<file path="src/snfce_pkg.sv">
// Shared types, constants and codes for the SPI NOR flash command engine.
package snfce_pkg;

  localparam int MEM_ADDR_BITS = 19;
  localparam int SECTOR_BYTES  = 4096;
  localparam int PAGE_BYTES    = 256;
  localparam int SECTOR_BITS   = $clog2(SECTOR_BYTES);
  localparam int PAGE_BITS     = $clog2(PAGE_BYTES);
  localparam int ADDR_BITS     = 24;
  localparam int QUEUE_DEPTH   = 2;
  localparam int QPTR_BITS     = $clog2(QUEUE_DEPTH);
  localparam int MIN_DENSITY   = 13;
  localparam int PADDR_BITS    = 3;

  localparam logic [4:0]  DENSITY_RESET = 5'd19;
  localparam logic [15:0] MAKER_RESET   = 16'hC228;
  localparam logic [7:0]  INIT_OFFSET   = 8'h55;
  localparam logic [7:0]  ERASED_BYTE   = 8'hFF;

  localparam logic [PADDR_BITS-1:0] REG_DENSITY = 3'd0;
  localparam logic [PADDR_BITS-1:0] REG_MAKER   = 3'd4;

  localparam logic [1:0] OP_SELECT   = 2'd0;
  localparam logic [1:0] OP_DESELECT = 2'd1;
  localparam logic [1:0] OP_WRITE    = 2'd2;
  localparam logic [1:0] OP_READ     = 2'd3;

  localparam logic [7:0] CMD_PDOWN   = 8'hB9;
  localparam logic [7:0] CMD_RELEASE = 8'hAB;
  localparam logic [7:0] CMD_READ_ID = 8'h9F;
  localparam logic [7:0] CMD_WREN    = 8'h06;
  localparam logic [7:0] CMD_RDSR    = 8'h05;
  localparam logic [7:0] CMD_READ    = 8'h03;
  localparam logic [7:0] CMD_BULK    = 8'hC7;
  localparam logic [7:0] CMD_PROG    = 8'h02;
  localparam logic [7:0] CMD_SECTOR  = 8'h20;

  localparam logic [2:0] ERR_OK    = 3'd0;
  localparam logic [2:0] ERR_CMD   = 3'd1;
  localparam logic [2:0] ERR_PHASE = 3'd2;
  localparam logic [2:0] ERR_RANGE = 3'd3;
  localparam logic [2:0] ERR_PAGE  = 3'd4;
  localparam logic [2:0] ERR_ALIGN = 3'd5;

  localparam logic [1:0] JOB_RESULT  = 2'd0;
  localparam logic [1:0] JOB_READ    = 2'd1;
  localparam logic [1:0] JOB_PROGRAM = 2'd2;
  localparam logic [1:0] JOB_ERASE   = 2'd3;

  typedef struct packed {
    logic [1:0] op;
    logic [7:0] data_in;
  } in_t;

  typedef struct packed {
    logic [7:0] data_out;
    logic [2:0] error_code;
  } out_t;

  typedef struct packed {
    logic [1:0]               kind;
    logic [MEM_ADDR_BITS-1:0] addr;
    logic [MEM_ADDR_BITS:0]   last;
    logic [7:0]               data;
    logic [2:0]               err;
  } job_t;

endpackage

</file>
<file path="src/snfce_queue.sv">
// Short job queue between the front end and the memory back end.
module snfce_queue (
  input  logic            clk_i,
  input  logic            rst_ni,
  input  logic            push_i,
  input  snfce_pkg::job_t push_job_i,
  input  logic            pop_i,
  output snfce_pkg::job_t pop_job_o,
  output logic            empty_o,
  output logic            full_o
);
  import snfce_pkg::*;

  job_t                 entry_q [QUEUE_DEPTH];
  logic [QPTR_BITS-1:0] wr_q, rd_q;
  logic [QPTR_BITS:0]   count_q;

  assign empty_o   = (count_q == '0);
  assign full_o    = (count_q == (QPTR_BITS+1)'(QUEUE_DEPTH));
  assign pop_job_o = entry_q[rd_q];

  always_ff @(posedge clk_i) begin
    if (push_i) entry_q[wr_q] <= push_job_i;
  end

  always_ff @(posedge clk_i or negedge rst_ni) begin
    if (!rst_ni) begin
      wr_q    <= '0;
      rd_q    <= '0;
      count_q <= '0;
    end else begin
      if (push_i) wr_q <= wr_q + QPTR_BITS'(1);
      if (pop_i) rd_q <= rd_q + QPTR_BITS'(1);
      if (push_i && !pop_i) count_q <= count_q + (QPTR_BITS+1)'(1);
      else if (pop_i && !push_i) count_q <= count_q - (QPTR_BITS+1)'(1);
    end
  end

endmodule

</file>
<file path="config.mk">
export PLATFORM = sky130hd
export DESIGN_NAME = snfce_queue
export DESIGN_NICKNAME = d
export VERILOG_FILES = /design/src/snfce_pkg.sv /design/src/snfce_queue.sv
export SDC_FILE = /design/constraint.sdc
export NUM_CORES = 1
export LEC_CHECK = 0
export BUFFER_PORTS_ARGS = -buffer_cell sky130_fd_sc_hd__buf_4
export CORE_MARGIN = 5
export CORE_UTILIZATION = 47
export CTS_CLUSTER_SIZE = 30
export DETAILED_ROUTE_END_ITERATION = 16
export PLACE_DENSITY_LB_ADDON = 0.12
export REMOVE_ABC_BUFFERS = 1
export SYNTH_ARGS = -nofsm -noshare
export SYNTH_HDL_FRONTEND = slang
export SYNTH_SLANG_ARGS = --single-unit
export TNS_END_PERCENT = 100
</file>
<file path="constraint.sdc">
create_clock -name clk_i -period 3 [get_ports clk_i]
set_input_delay 0.15 -clock clk_i [delete_from_list [all_inputs] [get_ports clk_i]]
set_output_delay 0.15 -clock clk_i [all_outputs]
set_load 0.01 [all_outputs]
</file>
==> results of run 1 <==
cell usage in the layout (no fill, tap or decap), drive strengths merged:
cell type / instances
buf: 112
edfxtp: 104
dlygate4sd3: 55
mux2: 52
clkbuf: 11
xor2: 4
dfrtp: 4
clkinv: 4
nor2: 2
nor2b: 2
inv: 1
and2: 1
xnor2: 1
ha: 1
bufinv: 1
final timing paths:
kind,start,to
hold / removal,rst_ni,count_q[1]$_DFFE_PN0P_
max in group asynchronous,rst_ni,rd_q$_DFFE_PN0P_
setup / recovery,rd_q$_DFFE_PN0P_,pop_job_o[31]
setup reg to reg,wr_q$_DFFE_PN0P_,entry_q[1][20]$_DFFE_PP_
hold reg to reg,count_q[1]$_DFFE_PN0P_,count_q[1]$_DFFE_PN0P_
min in group clk_i,count_q[1]$_DFFE_PN0P_,count_q[1]$_DFFE_PN0P_
cell families after synthesis:
logic type	Yosys count
XOR/XNOR	5
flip-flops	108
AND/OR/NAND/NOR	5
buffers and inverters	7
multiplexers	52
adder cells (fa/ha/maj)	1
final cells by class:
cell class | count | area [um^2] | share of cell area [%]
Clock inverter | 5 | 52.55 | 0.9038
Inverter | 1 | 3.754 | 0.06456
Sequential cell | 108 | 3227 | 55.50
Multi-Input combinational cell | 63 | 860.8 | 14.81
Timing Repair Buffer | 167 | 1404 | 24.14
Tap cell | 108 | 135.1 | 2.324
Clock buffer | 11 | 131.4 | 2.260
sequential cells by signal, indices dropped and copies added, names as in the netlist:
name     cells
entry_q    104
rd_q         1
count_q      2
wr_q         1
routing by layer:
layer	part of all wire, %	GRT usage [%]	up-vias
li1	-	-	1034
met1	40	15.82	1038
met2	53	24.57	65
met3	5.9	4.407	8
met4	1.6	5.920	0
met5	0	0	-
worst max-delay path, cell delays in order, from the launching register on:
cell	delay, ns
dfrtp_4	1.09
mux2_2	0.42
buf_4	0.14
what timing repair did:
| action | CTS | global route |
|---|---|---|
| resized for setup | 0 | 0 |
| hold endpoints to repair | 110 | 0 |
| endpoints found under the setup margin | 0 | 0 |
| hold buffers | 55 | 0 |
power by group through the flow:
stage | combinational [W] | sequential (W) | clock, W
finish | 0.00159 | 0.00228 | 0.000830
global route | 0.00169 | 0.00232 | 0.000923
CTS | 0.00163 | 0.00229 | 0.000853
detailed placement | 0.00156 | 0.00233 | 0
global placement | 0.00156 | 0.00231 | 0
floorplan | 0.000950 | 0.00226 | 0
cells in the mapped netlist:
cell type,number,share of area (%)
nor2_1,2,0.18
mux2_4,49,18
buf_6,1,0.27
nor2b_1,2,0.30
xor2_1,4,0.84
and2_1,1,0.15
xnor2_1,1,0.21
edfxtp_1,104,75
inv_1,1,0.089
mux2_2,3,0.81
dfrtp_1,4,2.4
buf_12,5,2.4
ha_1,1,0.30
stage by stage:
stage | hold slack [ns] | setup slack [ns] | TNS [ns] | std cells
6_report | 0.1209 | 0.8140 | 0 | 463
2_1_floorplan | -0.1456 | -0.1882 | -9.787 | 172
4_1_cts | 0.09624 | 0.7569 | 0 | 463
3_3_place_gp | -0.05132 | 1.180 | 0 | 392
3_5_place_dp | -0.04986 | 1.166 | 0 | 392
5_1_grt | 0.1021 | 0.7146 | 0 | 463
==> results_dict.tcl, run 1 <==
set metrics [dict create \
    row_count 34 \
    status "finished clean" \
    setup_viol 0 \
    synth.avg_cell_area_um2 23.54 \
    post-route-period-util_pct 72.87 \
    netlist_area_um2 4190 \
    p_leak_nw 2.354 \
    clock-root-buffer "clkbuf_8" \
    fillers 585 \
    cp_max_fo 53 \
    rr_worst_depth 2 \
    wl_mm 7.471 \
    synthCells 178 \
    num_antenna_cells 0 \
    drc 0 \
    viasPerCell 4.633 \
    cts_setup_buffers 0 \
    grt_pass1_wl_mm 11.90 \
    hold_violations 0 \
    core_um2 8721 \
    rsz0062_at_grt "no" \
    fin_crit_ns 2.186 \
    design_area_um2 5814 \
    ctsHtreeMaxLevel 3 \
    synth_top_family_by_area "multiplexers" \
    wl_per_cell_um 16.14 \
    antenna_found_initial 0 \
    track_usage_pct 14.08 \
    pwr-share-clk_pct 17.6 \
    synth_compound_area_share_pct 0 \
    cts_tree "built" \
    final_util_pct 66.67 \
    cts_buffers 9 \
    die_x_um 104.4 \
    drv_slew 0 \
    vdd_ir_drop_max_uv 531.0 \
    yosysUniqueCellTypes 13 \
    syn_to_final_growth_pct 38.76 \
    die-area_um2 10900 \
    vias 2145 \
    drtPass1Iterations 4 \
    yosysSeqAreaShare_pct 76.92 \
    insertion_delay_ns 0.36 \
    portBuffers 109 \
    clock.fmax_mhz 457.5 \
    gp_congestion 0.6740 \
    comb_power_share_pct 33.9 \
    place_area_um2 5080 \
    clock_path_buffers 2 \
    r2r_slack_ns 1.35 \
    synthAdderAreaFrac_pct 0.2986 \
    fp.dieH_um 104.4 \
    power.internal_w 0.003398 \
    ys_ff_latch 108 \
    grt_pass1_vias 2413 \
    critPathKind "reg2out" \
    grt_overflow 0 \
    min_path_type "in2async" \
    synth_xor_area_share_pct 1.045 \
    ant_nets 0 \
    layout-drive-gt1-share_pct 50.70 \
    clock-sinks 108 \
    ios 110 \
    drv_cap 0 \
    crit_required_ns 2.85 \
    switching_share_pct 27.77 \
    drtIter0Drc 53 \
    final_nets 407 \
    cp-start-kind "register" \
    endpoint_kind "primary output" \
    clk_pin_slew_ns 0.09 \
    arrival_ns 2.04 \
    synthSimpleGateAreaFrac_pct 0.6271 \
    worst_pin_slew_ns 0.9940 \
    p_sw_w 0.001306 \
    report.power.total_w 0.004704 \
    p_per_area_nw_per_um2 809.0 \
    skew_ns 0.01404 \
    synth.mux.area_fraction_pct 18.36 \
    start_util_pct 48.05 \
    seq_power_share_pct 48.5 \
    ys_warn_count 0 \
    relSlewSlack_pct 33.73 \
    grt_max_degree 54 \
]
Note: power is estimated with default switching activity, not from simulation.
==> inputs of run 2 (changes only) <==
--- a/config.mk
+++ b/config.mk
@@ -7,7 +7,7 @@
 export LEC_CHECK = 0
 export BUFFER_PORTS_ARGS = -buffer_cell sky130_fd_sc_hd__buf_4
 export CORE_MARGIN = 5
-export CORE_UTILIZATION = 47
+export CORE_UTILIZATION = 52
 export CTS_CLUSTER_SIZE = 30
 export DETAILED_ROUTE_END_ITERATION = 16
 export PLACE_DENSITY_LB_ADDON = 0.12
==> constraint.sdc (replaced) <==
create_clock -name clk_i -period 2.2 [get_ports clk_i]
set_input_delay 0.11 -clock clk_i [delete_from_list [all_inputs] [get_ports clk_i]]
set_output_delay 0.11 -clock clk_i [all_outputs]
set_load 0.01 [all_outputs]
==> run 2 against run 1 <==
Global-route usage up 1.2 points. Wire length shrank 0.66%. Final cell count decreased by 0.65%. Total power up 36%. Hold slack got worse by 0.033 ns. Critical path type unchanged. Critical endpoint is now pop_job_o[37]. Largest power group unchanged. Highest routed layer unchanged.
==> results_dict.tcl, run 2 (same netlist as run 1, synthesis figures left out) <==
set metrics [dict create \
    ant_nets 0 \
    status "finished clean" \
    p_per_area_nw_per_um2 1099 \
    viasPerCell 4.722 \
    clock_path_buffers 2 \
    min_path_type "in2async" \
    gp_congestion 0.6864 \
    setup_viol 0 \
    reg2reg_from "wr_q$_DFFE_PN0P_" \
    drv_slew 0 \
    cts_tree "built" \
    worst_pin_slew_ns 0.5195 \
    clock-sinks 108 \
    relSlewSlack_pct 65.37 \
    cp-start-kind "register" \
    drtIter0Drc 80 \
    fillers 474 \
    place_area_um2 5107 \
    rsz0062_at_grt "no" \
    clock-root-buffer "clkbuf_8" \
    design_area_um2 5838 \
    drtPass1Iterations 4 \
    p_leak_nw 2.368 \
    ios 110 \
    dp_hpwl_mm 4.676 \
    cp_max_fo 25 \
    r2r-end "entry_q[1][9]$_DFFE_PP_" \
    portBuffers 109 \
    track_usage_pct 15.31 \
    clk_pin_slew_ns 0.09 \
    grt_max_degree 40 \
    die_x_um 99.77 \
    die-area_um2 9953 \
    ctsHtreeMaxLevel 3 \
    final_cell_mix "buf_4 (113), edfxtp_1 (104), dlygate4sd3_1 (55), mux2_4 (49), clkbuf_8 (11)" \
    core_um2 7807 \
    rr_worst_depth 2 \
    drc 0 \
    fp.dieH_um 99.77 \
    endpoint_kind "primary output" \
    grt_overflow 0 \
    arrival_ns 1.89 \
    grt_pass1_vias 2388 \
    largest_register_ffs 104 \
    vias 2172 \
    critPathKind "reg2out" \
    cts_buffers 9 \
    fin_cells 460 \
    num_antenna_cells 0 \
    insertion_delay_ns 0.36 \
    start_util_pct 53.67 \
    crit_required_ns 2.09 \
    report.power.total_w 0.006414 \
    wl_mm 7.422 \
    hold_violations 0 \
    cts.repair.resized 0 \
    timing.hold.ws_ns 0.08762 \
    vdd_ir_drop_max_uv 855.0 \
    r2r_slack_ns 0.72 \
    dp.cells 389 \
    syn_to_final_growth_pct 39.33 \
    clock.fmax_mhz 499.4 \
    post-route-period-util_pct 91.02 \
    row_count 32 \
    drv_cap 0 \
    grt_pass1_wl_mm 11.53 \
    skew_ns 0.008306 \
    fin_crit_ns 2.002 \
    final_common_cell "buf_4" \
    antenna_found_initial 0 \
    final_nets 410 \
    reg_top3 "entry_q (104), count_q (2)" \
    wl_per_cell_um 16.13 \
    layout-drive-gt1-share_pct 51.40 \
    largest_register "entry_q" \
]
==> run 2: cell types whose count changed in the layout (fill, tap and decap cells not counted) <==
cell        before  now
clkinv_1         1    0
bufinv_16        1    0
clkinvlp_4       0    1
clkbuf_8         9   11
buf_12           1    2
clkinv_2         2    1
buf_4          111  113
inv_6            0    1
clkinv_4         1    0
==> run 2: final cells by class <==
| class | count | area [um^2] | area share (%) |
|---|---|---|---|
| sequential | 108 | 3227 | 55.27 |
| tap | 102 | 127.6 | 2.186 |
| timing repair buffer | 170 | 1439 | 24.65 |
| clock buffer | 13 | 158.9 | 2.722 |
| clock inverter | 3 | 21.27 | 0.3643 |
| inverter | 1 | 3.754 | 0.06429 |
| multi-input combinational | 63 | 860.8 | 14.74 |
==> run 2: timing repair <==
action,4_1_cts,5_1_grt
setup buffers,0,0
endpoints found under the hold margin,110,0
hold buffers,55,0
==> run 2: worst max path at each step <==
stage | startpoint | to | cells after the start
after global placement | rd_q$_DFFE_PN0P_ | pop_job_o[11] | 3
after floorplan | wr_q$_DFFE_PN0P_ | entry_q[0][0]$_DFFE_PP_ | 1
after global routing | rd_q$_DFFE_PN0P_ | pop_job_o[13] | 3
after detailed placement | rd_q$_DFFE_PN0P_ | pop_job_o[37] | 3
final | rd_q$_DFFE_PN0P_ | pop_job_o[37] | 3
after CTS | rd_q$_DFFE_PN0P_ | pop_job_o[37] | 3
==> run 2: stage by stage <==
stage               setup TNS (ns)  setup WS [ns]  utilization, %
floorplan                   -65.98        -0.9882               -
global placement                 0         0.5698           65.42
detailed placement               0         0.5639           65.42
CTS                              0         0.1669           74.78
global route                     0         0.1052           74.78
finish                           0         0.1975           74.78
==> run 2: power breakdown <==
group	switching (W)	internal (W)
Sequential	0.000242	0.00273
Clock	0.000614	0.000478
Combinational	0.000937	0.00141
Total	0.00179	0.00462
==> run 2: critical path: stages (launching register included) <==
cell and delay (ns):
dfrtp_4 0.75, buf_4 0.32, mux2_4 0.33, buf_4 0.14
==> run 2: layer usage <==
layer  track usage, %  routed length, um  vias to the layer above
met3            3.997                440                        6
met1            17.50               2865                     1060
li1                 -                  -                     1042
met4            5.042                 57                        0
met5                0                  0                        -
met2            27.76               4059                       64
