<file path="config.mk">
export PLATFORM = sky130hd
export DESIGN_NAME = snfce_front
export DESIGN_NICKNAME = d
export VERILOG_FILES = /design/src/snfce_pkg.sv /design/src/snfce_front.sv
export SDC_FILE = /design/constraint.sdc
export NUM_CORES = 1
export LEC_CHECK = 0
export ABC_AREA = 1
export ABC_CLOCK_PERIOD_IN_PS = 2800
export BUFFER_PORTS_ARGS = -buffer_cell sky130_fd_sc_hd__clkbuf_2
export CAP_MARGIN = 15
export CORE_AREA = 2 2 173 141
export CTS_BUF_LIST = sky130_fd_sc_hd__clkbuf_4
export CTS_CLUSTER_SIZE = 40
export DETAILED_ROUTE_END_ITERATION = 16
export DIE_AREA = 0 0 175 143
export PLACE_DENSITY_LB_ADDON = 0.2
export SETUP_SLACK_MARGIN = 0.3
export SYNTH_ARGS = -nofsm -noshare
export SYNTH_HDL_FRONTEND = slang
export SYNTH_SLANG_ARGS = --single-unit
</file>
<file path="constraint.sdc">
create_clock -name clk_i -period 2.8 [get_ports clk_i]
set_clock_uncertainty 0.2 [all_clocks]
set_input_delay 0.14 -clock clk_i [delete_from_list [all_inputs] [get_ports clk_i]]
set_output_delay 0.14 -clock clk_i [all_outputs]
set_load 0.02 [all_outputs]
</file>
<file path="src/snfce_pkg.sv">
// Shared types, constants and codes for the SPI NOR flash command engine.
package snfce_pkg;

  localparam int MEM_ADDR_BITS = 19;
  localparam int SECTOR_BYTES  = 4096;
  localparam int PAGE_BYTES    = 256;
  localparam int SECTOR_BITS   = $clog2(SECTOR_BYTES);
  localparam int PAGE_BITS     = $clog2(PAGE_BYTES);
  localparam int ADDR_BITS     = 24;
  localparam int QUEUE_DEPTH   = 2;
  localparam int QPTR_BITS     = $clog2(QUEUE_DEPTH);
  localparam int MIN_DENSITY   = 13;
  localparam int PADDR_BITS    = 3;

  localparam logic [4:0]  DENSITY_RESET = 5'd19;
  localparam logic [15:0] MAKER_RESET   = 16'hC228;
  localparam logic [7:0]  INIT_OFFSET   = 8'h55;
  localparam logic [7:0]  ERASED_BYTE   = 8'hFF;

  localparam logic [PADDR_BITS-1:0] REG_DENSITY = 3'd0;
  localparam logic [PADDR_BITS-1:0] REG_MAKER   = 3'd4;

  localparam logic [1:0] OP_SELECT   = 2'd0;
  localparam logic [1:0] OP_DESELECT = 2'd1;
  localparam logic [1:0] OP_WRITE    = 2'd2;
  localparam logic [1:0] OP_READ     = 2'd3;

  localparam logic [7:0] CMD_PDOWN   = 8'hB9;
  localparam logic [7:0] CMD_RELEASE = 8'hAB;
  localparam logic [7:0] CMD_READ_ID = 8'h9F;
  localparam logic [7:0] CMD_WREN    = 8'h06;
  localparam logic [7:0] CMD_RDSR    = 8'h05;
  localparam logic [7:0] CMD_READ    = 8'h03;
  localparam logic [7:0] CMD_BULK    = 8'hC7;
  localparam logic [7:0] CMD_PROG    = 8'h02;
  localparam logic [7:0] CMD_SECTOR  = 8'h20;

  localparam logic [2:0] ERR_OK    = 3'd0;
  localparam logic [2:0] ERR_CMD   = 3'd1;
  localparam logic [2:0] ERR_PHASE = 3'd2;
  localparam logic [2:0] ERR_RANGE = 3'd3;
  localparam logic [2:0] ERR_PAGE  = 3'd4;
  localparam logic [2:0] ERR_ALIGN = 3'd5;

  localparam logic [1:0] JOB_RESULT  = 2'd0;
  localparam logic [1:0] JOB_READ    = 2'd1;
  localparam logic [1:0] JOB_PROGRAM = 2'd2;
  localparam logic [1:0] JOB_ERASE   = 2'd3;

  typedef struct packed {
    logic [1:0] op;
    logic [7:0] data_in;
  } in_t;

  typedef struct packed {
    logic [7:0] data_out;
    logic [2:0] error_code;
  } out_t;

  typedef struct packed {
    logic [1:0]               kind;
    logic [MEM_ADDR_BITS-1:0] addr;
    logic [MEM_ADDR_BITS:0]   last;
    logic [7:0]               data;
    logic [2:0]               err;
  } job_t;

endpackage

</file>
<file path="src/snfce_front.sv">
// Front end: tracks the command protocol and turns each transaction into a memory job.
module snfce_front (
  input  logic               clk_i,
  input  logic               rst_ni,
  input  logic               accept_i,
  input  snfce_pkg::in_t     cmd_i,
  input  logic [4:0]         density_i,
  input  logic [15:0]        maker_i,
  output snfce_pkg::job_t    job_o
);
  import snfce_pkg::*;

  localparam logic [2:0] PH_IDLE       = 3'd0;
  localparam logic [2:0] PH_ADDR       = 3'd1;
  localparam logic [2:0] PH_RDID       = 3'd2;
  localparam logic [2:0] PH_RDSR       = 3'd3;
  localparam logic [2:0] PH_READ       = 3'd4;
  localparam logic [2:0] PH_PROG_FIRST = 3'd5;
  localparam logic [2:0] PH_PROG_MORE  = 3'd6;
  localparam logic [2:0] PH_DONE       = 3'd7;

  logic [2:0]           phase_q, phase_d;
  logic [7:0]           cmd_q, cmd_d;
  logic [ADDR_BITS-1:0] addr_q, addr_d;
  logic [1:0]           cnt_q, cnt_d;
  logic                 wel_q, wel_d;
  logic                 sel_q, sel_d;
  logic [4:0]           dens;
  logic [ADDR_BITS:0]   size;
  logic [ADDR_BITS-1:0] addr_new;
  logic [ADDR_BITS:0]   erase_end;
  logic                 cur_out, new_out;

  always_comb begin
    dens = density_i;
    if (dens < 5'(MIN_DENSITY)) dens = 5'(MIN_DENSITY);
    if (dens > 5'(MEM_ADDR_BITS)) dens = 5'(MEM_ADDR_BITS);
    size      = (ADDR_BITS+1)'(1) << dens;
    addr_new  = {addr_q[ADDR_BITS-9:0], cmd_i.data_in};
    cur_out   = {1'b0, addr_q} >= size;
    new_out   = {1'b0, addr_new} >= size;
    erase_end = {1'b0, addr_new} + (ADDR_BITS+1)'(SECTOR_BYTES);
    if (erase_end > size) erase_end = size;
  end

  always_comb begin
    phase_d = phase_q;
    cmd_d   = cmd_q;
    addr_d  = addr_q;
    cnt_d   = cnt_q;
    wel_d   = wel_q;
    sel_d   = sel_q;
    job_o   = '0;
    job_o.kind = JOB_RESULT;
    job_o.err  = ERR_OK;
    if (accept_i) begin
      if (cmd_i.op == OP_SELECT || cmd_i.op == OP_DESELECT) begin
        sel_d   = (cmd_i.op == OP_SELECT);
        phase_d = PH_IDLE;
        cnt_d   = '0;
      end else if (!sel_q) begin
        job_o.err = ERR_PHASE;
      end else if (cmd_i.op == OP_WRITE) begin
        unique case (phase_q) inside
          PH_IDLE: begin
            cmd_d   = cmd_i.data_in;
            cnt_d   = '0;
            phase_d = PH_DONE;
            unique case (cmd_i.data_in) inside
              CMD_PDOWN, CMD_RELEASE: ;
              CMD_WREN: wel_d = 1'b1;
              CMD_READ_ID: phase_d = PH_RDID;
              CMD_RDSR: phase_d = PH_RDSR;
              CMD_READ, CMD_PROG, CMD_SECTOR: phase_d = PH_ADDR;
              CMD_BULK: begin
                job_o.kind = JOB_ERASE;
                job_o.last = (MEM_ADDR_BITS+1)'(size);
              end
              default: job_o.err = ERR_CMD;
            endcase
          end
          PH_ADDR: begin
            addr_d = addr_new;
            if (cnt_q < 2'd2) begin
              cnt_d = cnt_q + 2'd1;
            end else begin
              cnt_d = '0;
              if (cmd_q == CMD_READ) begin
                phase_d = PH_READ;
              end else if (cmd_q == CMD_PROG) begin
                phase_d = PH_PROG_FIRST;
              end else begin
                phase_d = PH_DONE;
                if (new_out) begin
                  job_o.err = ERR_RANGE;
                end else if (addr_new[SECTOR_BITS-1:0] != '0) begin
                  job_o.err = ERR_ALIGN;
                end else begin
                  job_o.kind = JOB_ERASE;
                  job_o.addr = addr_new[MEM_ADDR_BITS-1:0];
                  job_o.last = (MEM_ADDR_BITS+1)'(erase_end);
                end
              end
            end
          end
          PH_PROG_FIRST, PH_PROG_MORE: begin
            if (cur_out) begin
              job_o.err = ERR_RANGE;
            end else if (phase_q == PH_PROG_MORE && addr_q[PAGE_BITS-1:0] == '0) begin
              job_o.err = ERR_PAGE;
            end else begin
              job_o.kind = JOB_PROGRAM;
              job_o.addr = addr_q[MEM_ADDR_BITS-1:0];
              job_o.data = cmd_i.data_in;
              addr_d     = addr_q + ADDR_BITS'(1);
              phase_d    = PH_PROG_MORE;
            end
          end
          default: job_o.err = ERR_PHASE;
        endcase
      end else begin
        unique case (phase_q)
          PH_RDID: begin
            case (cnt_q)
              2'd0:    job_o.data = maker_i[15:8];
              2'd1:    job_o.data = maker_i[7:0];
              default: job_o.data = {3'd0, density_i};
            endcase
            if (cnt_q >= 2'd2) begin
              cnt_d   = '0;
              phase_d = PH_IDLE;
            end else begin
              cnt_d = cnt_q + 2'd1;
            end
          end
          PH_RDSR: begin
            job_o.data = {6'd0, wel_q, 1'b0};
            wel_d      = 1'b0;
          end
          PH_READ: begin
            if (cur_out) begin
              job_o.err = ERR_RANGE;
            end else begin
              job_o.kind = JOB_READ;
              job_o.addr = addr_q[MEM_ADDR_BITS-1:0];
              addr_d     = addr_q + ADDR_BITS'(1);
            end
          end
          default: job_o.err = ERR_PHASE;
        endcase
      end
    end
  end

  always_ff @(posedge clk_i or negedge rst_ni) begin
    if (!rst_ni) begin
      phase_q <= PH_IDLE;
      cmd_q   <= '0;
      addr_q  <= '1;
      cnt_q   <= '0;
      wel_q   <= 1'b0;
      sel_q   <= 1'b0;
    end else begin
      phase_q <= phase_d;
      cmd_q   <= cmd_d;
      addr_q  <= addr_d;
      cnt_q   <= cnt_d;
      wel_q   <= wel_d;
      sel_q   <= sel_d;
    end
  end

endmodule

</file>
==> impl_results.html <==
<table>
<tr><th>Metric</th><th>Value</th></tr>
<tr><th colspan="2">Timing</th></tr>
<tr><td>Crit share post-route</td><td>1.26</td></tr>
<tr><td>Worst-case setup margin in the final layout</td><td>-732 ps</td></tr>
<tr><td>Unrepaired setup endpoints after global routing</td><td>yes</td></tr>
<tr><td>Transition time of the tightest slew-check pin</td><td>954 ps</td></tr>
<tr><td>Number of pins with negative max-slew slack in the final report</td><td>0</td></tr>
<tr><td>Final setup violation count</td><td>66</td></tr>
<tr><td>Achievable frequency</td><td>0.283 GHz</td></tr>
<tr><td>Final worst path period need</td><td>3530 ps</td></tr>
<tr><td>Max transition margin</td><td>0.364</td></tr>
<tr><td>Final Hold Viols</td><td>0</td></tr>
<tr><th colspan="2">Finish</th></tr>
<tr><td>Post-Layout Cell Count</td><td>1516</td></tr>
<tr><td>Commonest non-fill, non-tap cell in the layout</td><td>sky130_fd_sc_hd__nand2_1</td></tr>
<tr><td>Most frequent cells in the layout</td><td>162 x sky130_fd_sc_hd__nand2_1, 157 x sky130_fd_sc_hd__buf_4, 67 x sky130_fd_sc_hd__inv_1, 57 x sky130_fd_sc_hd__nand3_1, 56 x sky130_fd_sc_hd__nor2_1</td></tr>
<tr><td>Share of layout cells above drive strength 1</td><td>0.496</td></tr>
<tr><td>Signed area change from the synthesized netlist to the final layout</td><td>82.0%</td></tr>
<tr><td>Total Nets Final</td><td>1301</td></tr>
<tr><td>Fillers</td><td>2299</td></tr>
<tr><th colspan="2">Setup path</th></tr>
<tr><td>Worst stage delay on the critical path</td><td>600 ps</td></tr>
<tr><td>Maximum fanout encountered on the critical timing path</td><td>7</td></tr>
<tr><td>Data arrival, critical path</td><td>3190 ps</td></tr>
<tr><td>Data required time of the worst path</td><td>2460 ps</td></tr>
<tr><td>Worst path cell trace</td><td>nand2_4 &gt; nor3_4 &gt; inv_2 &gt; nor2_4 &gt; xor2_2 &gt; ha_1 &gt; nand2_1 &gt; nor2_4 &gt; nand3_2 &gt; nor2_1 &gt; nand2_1 &gt; nand3_4 &gt; nand2_8 &gt; nand2_8 &gt; nand3_4 &gt; a21oi_4 &gt; clkbuf_8</td></tr>
<tr><td>Critical Path Start Type</td><td>flop</td></tr>
<tr><td>Critical Path Slowest Stage Cell</td><td>sky130_fd_sc_hd__dfstp_2</td></tr>
<tr><td>Crit. End Element</td><td>output pin</td></tr>
<tr><td>Cell count of the worst reg-to-reg path</td><td>21</td></tr>
<tr><td>Crit path kind</td><td>flop to output pin</td></tr>
<tr><th colspan="2">Logic synthesis</th></tr>
<tr><td>Seq/Total Area, Yosys</td><td>0.175</td></tr>
<tr><td>Gate Count Post-Synth</td><td>893</td></tr>
<tr><td>Mean Syn Cell Area</td><td>6.43 um2</td></tr>
<tr><td>Xor and xnor fraction of the mapped netlist area</td><td>0.0290</td></tr>
<tr><td>Ys flop type</td><td>sky130_fd_sc_hd__dfstp_2</td></tr>
<tr><td>Post-synthesis cell area</td><td>5740 um2</td></tr>
<tr><td>Largest family of logic cells by synthesized area</td><td>simple AND/OR/NAND/NOR gates</td></tr>
<tr><td>Simple-Gate Fraction of Synth Area</td><td>0.357</td></tr>
<tr><td>Multiplexer share of the synthesized area</td><td>0.00370</td></tr>
<tr><td>Number of unique standard cell types used by synthesis</td><td>53</td></tr>
<tr><td>Adder and majority cell fraction of the synthesized area</td><td>0.142</td></tr>
<tr><td>FF+latch count, synth</td><td>39</td></tr>
<tr><td>Warnings, synthesis</td><td>0</td></tr>
<tr><td>Count of flip-flops with a built-in enable after synthesis</td><td>0</td></tr>
<tr><td>Complex-gate fraction of the synthesized area</td><td>0.176</td></tr>
<tr><td>Fraction of registers with async set or reset after synthesis</td><td>1.00</td></tr>
<tr><th colspan="2">Route</th></tr>
<tr><td>Number of antenna-violating nets in the routed design</td><td>0</td></tr>
<tr><td>Met3 wire length</td><td>2270 um</td></tr>
<tr><td>Total number of vias</td><td>7273</td></tr>
<tr><td>Routed met2 length</td><td>11300 um</td></tr>
<tr><td>Top Metal Used</td><td>met4</td></tr>
<tr><td>Final Routed Wirelength</td><td>26900 um</td></tr>
<tr><td>Number of violations reported at the end of detailed-routing iteration 0</td><td>565</td></tr>
<tr><td>Detail-routed net length per standard cell</td><td>17.8 um</td></tr>
<tr><td>Via-per-instance ratio</td><td>4.80</td></tr>
<tr><td>Met1 Wirelength</td><td>13000 um</td></tr>
<tr><td>Drc violations</td><td>0</td></tr>
<tr><td>Pre-Repair DR Iteration Count</td><td>6</td></tr>
<tr><th colspan="2">Die</th></tr>
<tr><td>I/O pin count</td><td>86</td></tr>
<tr><td>Core Rows</td><td>50</td></tr>
<tr><td>Die ar.</td><td>25000 um2</td></tr>
<tr><td>Y dimension of the die</td><td>143 um</td></tr>
<tr><td>Floorplan core area</td><td>23200 um2</td></tr>
<tr><td>Starting density of the core</td><td>0.247</td></tr>
<tr><td>X dimension of the die</td><td>175 um</td></tr>
<tr><th colspan="2">Placement</th></tr>
<tr><td>Port bufs</td><td>75</td></tr>
<tr><td>GP Congestion</td><td>0.892</td></tr>
<tr><td>Final HPWL from detailed placement</td><td>20100 um</td></tr>
<tr><td>Total instance count after detailed placement</td><td>1435</td></tr>
<tr><th colspan="2">Pwr</th></tr>
<tr><td>Total leakage power</td><td>0.00486 uW</td></tr>
<tr><td>Power density of the placed cells</td><td>521 nW/um2</td></tr>
<tr><td>Peak supply drop</td><td>0.279 mV</td></tr>
<tr><td>Final total power</td><td>5440 uW</td></tr>
<tr><th colspan="2">Clock network</th></tr>
<tr><td>Htree depth</td><td>2</td></tr>
<tr><td>CTS tree</td><td>done</td></tr>
<tr><td>Clock latency at the later pin of the worst-skew pair</td><td>410 ps</td></tr>
<tr><td>Num CTS Buffers</td><td>5</td></tr>
<tr><td>Total clock sinks</td><td>39</td></tr>
<tr><td>Clock slew seen by the registers of the worst setup and hold paths</td><td>150 ps</td></tr>
<tr><td>Clk root buf</td><td>sky130_fd_sc_hd__clkbuf_4</td></tr>
<tr><td>Maximum number of buffers from clock root to sink</td><td>2</td></tr>
<tr><th colspan="2">Min path</th></tr>
<tr><td>Class of the tightest hold or removal check</td><td>input pin to flop</td></tr>
<tr><td>Depth of the worst hold-timing path</td><td>4</td></tr>
<tr><th colspan="2">Run status</th></tr>
<tr><td>Failing checks</td><td>negative setup slack</td></tr>
<tr><td>Outcome</td><td>finished, violations left</td></tr>
<tr><th colspan="2">Global route</th></tr>
<tr><td>First-pass GRT wire length</td><td>41100 um</td></tr>
<tr><td>Maximum number of pins on one net before global-route repair</td><td>30</td></tr>
<tr><td>Aggregate global routing overflow</td><td>0</td></tr>
<tr><td>Via count of the first global-routing pass</td><td>6949</td></tr>
<tr><td>Initial antenna violation count</td><td>1</td></tr>
<tr><td>Global Route Usage Sum</td><td>0.216</td></tr>
<tr><th colspan="2">Run</th></tr>
<tr><td>Max-capacitance violation count</td><td>0</td></tr>
</table>
kinds of logic (layout without fill, tap and decap cells):
group / Yosys count / in the layout
and+or+nand+nor: 452 / 453
buffers and inverters: 150 / 411
xor gates and xnor gates: 19 / 19
other: 2 / 51
DFF: 39 / 39
AOI/OAI and AO/OA: 164 / 164
muxes: 2 / 2
adders and majority gates: 65 / 65
worst paths after layout:
check / from / to / slack [ps]
worst max-delay path: addr_q[8] / job_o[24] / -730
worst min-delay path: cmd_i[5] / cmd_q[5] / 8
worst max register to register: addr_q[10] / addr_q[4] / -280
worst min register to register: addr_q[23] / addr_q[23] / 310
max in group asynchronous: rst_ni / addr_q[8] / 1380
min in group asynchronous: rst_ni / cnt_q[0] / 210
final cells by class:
type / count / area, um2 / share of cell area
multi-input combinational: 753 / 5690 / 0.544
timing repair buffer: 288 / 2800 / 0.268
sequential: 39 / 1010 / 0.0963
inverter: 114 / 469 / 0.0449
tap: 312 / 390 / 0.0374
clock buffer: 6 / 45.0 / 0.00431
clock inverter: 2 / 37.5 / 0.00359
timing repair inverter: 1 / 16.3 / 0.00156
antenna: 1 / 2.50 / 0.000239
state kept, by name (all words and copies together), names as in the netlist:
signal / count
cnt_q: 2
cmd_q: 8
sel_q: 1
phase_q: 3
wel_q: 1
addr_q: 24
metal layers:
| metal | vias to the layer above | track usage |
|---|---|---|
| met2 | 254 | 0.321 |
| met3 | 23 | 0.0397 |
| met1 | 3448 | 0.323 |
| li1 | 3548 | - |
| met5 | - | 0 |
| met4 | 0 | 0.0434 |
synth_stat cells (3+ instances only):
cell | count | area [um2]
sky130_fd_sc_hd__nor2_1 | 68 | 255
sky130_fd_sc_hd__nand4_1 | 12 | 75.1
sky130_fd_sc_hd__nand2_1 | 234 | 878
sky130_fd_sc_hd__buf_4 | 10 | 75.1
sky130_fd_sc_hd__dfstp_2 | 24 | 631
sky130_fd_sc_hd__inv_1 | 102 | 383
sky130_fd_sc_hd__nor2_4 | 6 | 67.6
sky130_fd_sc_hd__xor2_1 | 18 | 158
sky130_fd_sc_hd__inv_2 | 10 | 37.5
sky130_fd_sc_hd__a21oi_1 | 67 | 335
sky130_fd_sc_hd__nor3_2 | 3 | 30.0
sky130_fd_sc_hd__buf_2 | 13 | 65.1
sky130_fd_sc_hd__o221ai_1 | 4 | 35.0
sky130_fd_sc_hd__buf_6 | 6 | 67.6
sky130_fd_sc_hd__clkbuf_1 | 4 | 15.0
sky130_fd_sc_hd__o21a_1 | 5 | 37.5
sky130_fd_sc_hd__nor2_2 | 4 | 25.0
sky130_fd_sc_hd__nor4_1 | 3 | 18.8
sky130_fd_sc_hd__nand3_1 | 85 | 425
sky130_fd_sc_hd__o21ai_0 | 39 | 195
sky130_fd_sc_hd__o2111ai_1 | 8 | 70.1
sky130_fd_sc_hd__nor3_1 | 21 | 105
sky130_fd_sc_hd__o21ai_1 | 3 | 15.0
sky130_fd_sc_hd__a22o_1 | 3 | 26.3
sky130_fd_sc_hd__a31oi_1 | 3 | 18.8
sky130_fd_sc_hd__o21ai_2 | 17 | 149
sky130_fd_sc_hd__a21o_1 | 4 | 30.0
sky130_fd_sc_hd__dfrtp_1 | 15 | 375
sky130_fd_sc_hd__ha_1 | 65 | 813
sky130_fd_sc_hd__nand2_2 | 6 | 37.5
per-stage QoR:
stage | cell area, um2 | utilization | hold slack (ps) | setup WS, ps | TNS [ps]
detailed placement | 8080 | 0.348 | 110 | -481 | -25430
CTS | 10200 | 0.440 | 1.01 | -706 | -22430
global route | 10500 | 0.450 | 0.550 | -966 | -40440
floorplan | 6470 | - | -356 | -84.8 | -789
global placement | 8080 | 0.348 | 108 | -466 | -25090
finish | 10500 | 0.450 | 8.10 | -732 | -28160
critical path, delay by kind of cell (launching register included):
| family | cells | cell delay, ps |
|---|---|---|
| and+or+nand+nor | 12 | 1420 |
| AOI/OAI and AO/OA | 1 | 140 |
| buffers and inverters | 2 | 220 |
| xor gates and xnor gates | 1 | 100 |
| adders and majority gates | 1 | 310 |
| DFF | 1 | 600 |
what timing repair did:
action,4_1_cts,5_1_grt
setup buffers,50,7
gates resized for setup,291,49
hold buffers,6,0
pin swaps,82,34
setup endpoints to repair,69,69
endpoints found under the hold margin,21,0
gates cloned,9,0
power breakdown:
| part | internal (uW) | switching [uW] | leakage [uW] | total [uW] |
|---|---|---|---|---|
| logic | 1730 | 2260 | 0.00437 | 3990 |
| registers | 796 | 209 | 0.000441 | 1010 |
| clock network | 198 | 251 | 0.0000419 | 449 |
No activity file was read; power rests on OpenSTA's default activity.
